[src/mslbs_ram.sv]
module mslbs_ram #(
	parameter int WIDTH = 32,
	parameter int DEPTH = 64
) (
	input  logic                     clk,
	input  logic                     we,
	input  logic [$clog2(DEPTH)-1:0] waddr,
	input  logic [WIDTH-1:0]         wdata,
	input  logic [$clog2(DEPTH)-1:0] raddr,
	output logic [WIDTH-1:0]         rdata
);

	logic [WIDTH-1:0] mem [DEPTH];

	// write port and registered read port
	always_ff @(posedge clk) begin
		if (we) begin
			mem[waddr] <= wdata;
		end
		rdata <= mem[raddr];
	end

endmodule

[config.mk]
export PLATFORM = sky130hd
export DESIGN_NAME = mslbs_ram
export DESIGN_NICKNAME = d
export VERILOG_FILES = /design/src/mslbs_ram.sv
export SDC_FILE = /design/constraint.sdc
export NUM_CORES = 2
export LEC_CHECK = 0
export ABC_CLOCK_PERIOD_IN_PS = 6400
export BUFFER_PORTS_ARGS = -buffer_cell sky130_fd_sc_hd__buf_2
export CAP_MARGIN = 20
export CORE_ASPECT_RATIO = 0.75
export CORE_MARGIN = 3
export CORE_UTILIZATION = 25
export DETAILED_ROUTE_END_ITERATION = 10
export GPL_ROUTABILITY_DRIVEN = 0
export SLEW_MARGIN = 30
export SYNTH_ARGS = -nofsm -noshare
export SYNTH_HDL_FRONTEND = slang
export SYNTH_SLANG_ARGS = --single-unit
[constraint.sdc]
create_clock -name clk -period 6.4 [get_ports clk]
set_clock_uncertainty 0.15 [all_clocks]
set_input_delay 1.28 -clock clk [delete_from_list [all_inputs] [get_ports clk]]
set_output_delay 1.28 -clock clk [all_outputs]
set_load 0.1 [all_outputs]
======== Yosys cells after proc, flatten, opt, wreduce, memory -nomap -nowiden ========
Memory sizes are Yosys's and may differ from the RTL's. A register that Yosys moved wholly into a read port is not among the register bits.
Cells that the tools add are included.
operators by class
  muxes and demuxes ....................... 2
operators by type and width
  operator           count
  1-bit two-way mux  2
word-level totals
  word-level logic and storage cells ...... 3
  output and inout port bits .............. 32
  input port bits ......................... 46
  register bits after elaboration ......... 0
  memories ................................ 1
  memory bits (writable) .................. 2048
memory list
  memory  depth  width  read ports  clocked after memory_dff  write ports  line  source
  mem     64     32     1           1                         1            13    logic [WIDTH-1:0] mem [DEPTH];

======== Depth between registers and ports, before layout ========
  word-level depth ........................ 2
  depth in mapped cells ................... 10
  depth with buffers taken out ............ 5

======== Worst setup path after synthesis ========
No wires, ideal clock.
  path kind ............................... in2reg
  start ................................... in waddr[3]
  end ..................................... mem mem[48][0], enable pin
  library setup time ...................... 0.461 ns
  buffers on the path ..................... 1
  stages .................................. 4
  path slack .............................. 1.810 ns
  data required time ...................... 5.789 ns
  arrival time ............................ 3.979 ns
  path through ............................ clkbuf_1 > nor2b_1 > nand4b_1 > nor3_1
RTL lines
  item         line  source
  from (decl)  7     input logic [$clog2(DEPTH)-1:0] waddr,
  to (decl)    13
Straight into the memory's write port.

==> impl_results.md <==
* Status: finished, final reports clean
* Max VDD drop at 0.0002094 V
* Total CTS buffers at 187
* Maximum number of pins on one net before global-route repair at 82
* IO buf count at 77
* Largest family of logic cells by synthesized area: multiplexers
* Chip height at 491.3 um
* Static Leak at 27.64 nW
* Critical Path Fanout Max at 56
* DRT iter0 DRCs at 5,689
* R2R Path End: rdata[5]$_DFF_P_
* CP peak stage delay at 810 ps
* Setup violators final at 0
* Initial antenna violation count at 37
* GRT Total Usage at 0.1338
* Filler-free cell count of the finished design at 7,854
* Final hold vios at 0
* Worst path cell trace: buf_8 > buf_12 > buf_12 > mux4_2 > mux4_2 > o22ai_1 > nor2_1
* Layout cells sized above 1 at 0.3060
* Max Buffers Root-to-Sink at 4
* Worst Hold Class: flop to flop
* Tcrit/Tclk final at 0.6212
* Reg2Reg Depth at 4
* Crit path to: rdata[19]$_DFF_P_
* Top Ports at 78
* Starting Density at 0.2522
* HPWL reported at the end of detailed placement at 130.3 mm
* Total clock sinks at 2,080
* DIE WIDTH at 653.1 um
* Yosys cell types at 34
* Mux share of post-synthesis cell area at 0.1679
* Unrepaired setup endpoints after global routing: false
* Post-synthesis compound-gate area fraction at 0.01673
* Critical Path Source: raddr[0]
* Placed Cells at 7,513
* Routed WL per cell at 27.96 um
* CP Capture Type: flop
* Synth Area in XOR/XNOR at 0
* Post-CTS Setup Repair Bufs at 0
* Sequential fraction of the synthesis area at 0.7914
* Vias per inst at 4.791
* Critical path's slowest cell: o22ai_1
* Cell area after synthesis at 78,520 um^2
* Post-synthesis simple-gate area fraction at 0.01265
* Post-layout min period at 3976 ps
* Post-Synth Adder-Cell Area at 0
* Synth Register Bits at 2,080
* Critical path arrival at 4530 ps
* Worst skew pair latency at 850 ps
* Post-DRT Antenna Nets at 0
* Nets at 3,634
* Hold slack at 592.0 ps
* DRC at 0
* Post-synth ARST share at 0
* Least-Margin Pin Slew at 1060 ps
* DR pass1 iterations at 5
* Required @ worst endpoint at 6950 ps
* Power Density at 306.5 nW/um^2
* Synthesis-to-layout area growth at 16.51%
* EDFF count, synth at 2,048
* First-pass GRT wire length at 303.6 mm
* Worst setup margin at 2424 ps
* Maxcap violations at 0
* DIE AREA at 320,900 um^2
* Core footprint at 311,400 um^2
* Total grt overflow at 0
* Max frequency at 251.5 MHz
* # H-tree levels at 4
* Vias in the first global route at 37,020
* Root buffer cell: clkbuf_16
* Reg2Reg Launch Point: mem[46][5]$_DFFE_PP_
* Worst setup SP type: input port
* Avg Synthesized Cell Area at 23.62 um^2
* Fillers at 29,960
* Ys Warns at 0
* Post-route setup TNS at 0 ps
* CP bufs+invs at 3
* CTS tree: yes
* Cells after Synth at 3,324
* Core Rows at 177
* Top FF cell, synth: edfxtp_1
* Worst slew margin at 0.2933
* Crit. path cell count at 7
* Setup slack, reg-to-reg at 3850 ps
* Syn_nets at 3,370
* Hold Buf Count CTS at 0
* Slew Viols, Final at 0
* Worst slack, placed at 1390 ps
* Gates resized, CTS repair at 0
* WL final at 219.6 mm
* Clock slew at reported path FFs at 70 ps
* Vias at 37,630
* Largest delay share family, worst path: buffers and inverters
* Crit Path Category: input port to flop
synthesized netlist by cell type (5+ instances only):
cell type / count / area share
buf_4: 25 / 0.0024
nand3_1: 5 / 0.00032
buf_6: 5 / 0.00072
clkbuf_1: 74 / 0.0035
a22oi_1: 12 / 0.0011
buf_1: 21 / 0.0010
edfxtp_1: 2048 / 0.78
mux2i_1: 93 / 0.012
nand3b_1: 5 / 0.00048
nor2b_1: 15 / 0.0012
o221ai_1: 27 / 0.0030
nand2b_1: 8 / 0.00064
a311oi_1: 8 / 0.00089
o22ai_1: 84 / 0.0067
nand2_1: 26 / 0.0012
a21oi_1: 62 / 0.0040
nor2_1: 137 / 0.0065
mux4_2: 544 / 0.16
nor3_1: 7 / 0.00045
dfxtp_1: 32 / 0.0082
buf_2: 57 / 0.0036
flip-flops by register name, summed over array words and instances (netlist names):
| register | flops |
|---|---|
| rdata | 32 |
| mem | 2048 |
through the flow:
stage            util  power (mW)  cell area, um^2
4_1_cts        0.2934       28.22            91350
6_report       0.2938       28.04            91480
5_1_grt        0.2938       28.85            91470
3_5_place_dp   0.2744       17.15            85430
2_1_floorplan       -       16.35            78520
3_3_place_gp   0.2732       17.12            85060
where the power goes:
part	internal, mW	total (mW)	switching (mW)
sequential	15.1	15.1	0.0731
combinational	0.519	1.69	1.17
clock	6.23	11.2	4.97
cell type report:
type,instances,area [um^2],share of cell area
Clock buffer,246,5034,0.05502
Timing Repair Buffer,257,2231,0.02439
Sequential cell,2080,62140,0.6793
Clock inverter,87,892.1,0.009752
Multi-Input combinational cell,1062,16020,0.1751
Tap cell,4117,5151,0.05631
Antenna cell,5,12.51,0.0001368
worst reg2reg max path, cell delays in order (launching register included):
cell and delay (ps):
edfxtp_1 380, mux4_2 480, mux4_2 580, o22ai_1 710, nor2_1 130
per-layer routing:
| layer | global-route usage | part of all wire |
|---|---|---|
| met1 | 0.1897 | 0.41 |
| met2 | 0.1995 | 0.45 |
| met3 | 0.04455 | 0.12 |
| met4 | 0.02744 | 0.020 |
| met5 | 0 | 0.00036 |
cells by family (layout without fill, tap and decap cells):
group,after synthesis,in the layout
and+or+nand+nor,223,223
muxes,637,637
buffers and inverters,182,590
AOI/OAI and AO/OA,202,202
other,0,5
DFF,2080,2080
worst min path at each step:
stage                          startpoint                 to  slack [ps]  cells past startpoint
finish              mem[12][20]$_DFFE_PP_  rdata[20]$_DFF_P_         590                      4
global route        mem[12][20]$_DFFE_PP_  rdata[20]$_DFF_P_         610                      4
CTS                 mem[12][20]$_DFFE_PP_  rdata[20]$_DFF_P_         580                      4
detailed placement  mem[12][20]$_DFFE_PP_  rdata[20]$_DFF_P_         580                      4
global placement    mem[12][20]$_DFFE_PP_  rdata[20]$_DFF_P_         600                      4
floorplan           mem[12][17]$_DFFE_PP_  rdata[17]$_DFF_P_         510                      4
cells in the final DEF, fill, tap and decap left out, types with 3 or more instances in the layout:
cell type / instances
nor3_1: 5
mux4_2: 544
nor2_1: 75
a41o_1: 4
bufinv_16: 17
diode_2: 5
buf_8: 3
dfxtp_1: 32
or3_1: 3
nand3b_1: 5
clkinvlp_4: 9
clkbuf_16: 189
buf_12: 11
nand3_1: 5
nor2_4: 62
o22ai_1: 79
clkbuf_8: 9
o32ai_1: 4
clkbuf_1: 48
o221ai_1: 27
nand2_1: 26
clkinv_2: 30
nand2b_2: 3
a22oi_1: 12
a311oi_1: 8
and3_1: 4
a21oi_1: 60
mux2i_1: 93
or3b_2: 3
clkinv_1: 25
nand2b_1: 5
nor2b_1: 14
o22ai_2: 5
edfxtp_1: 2048
buf_16: 15
buf_4: 162
buf_2: 65
(Power assumes the default switching activity.)
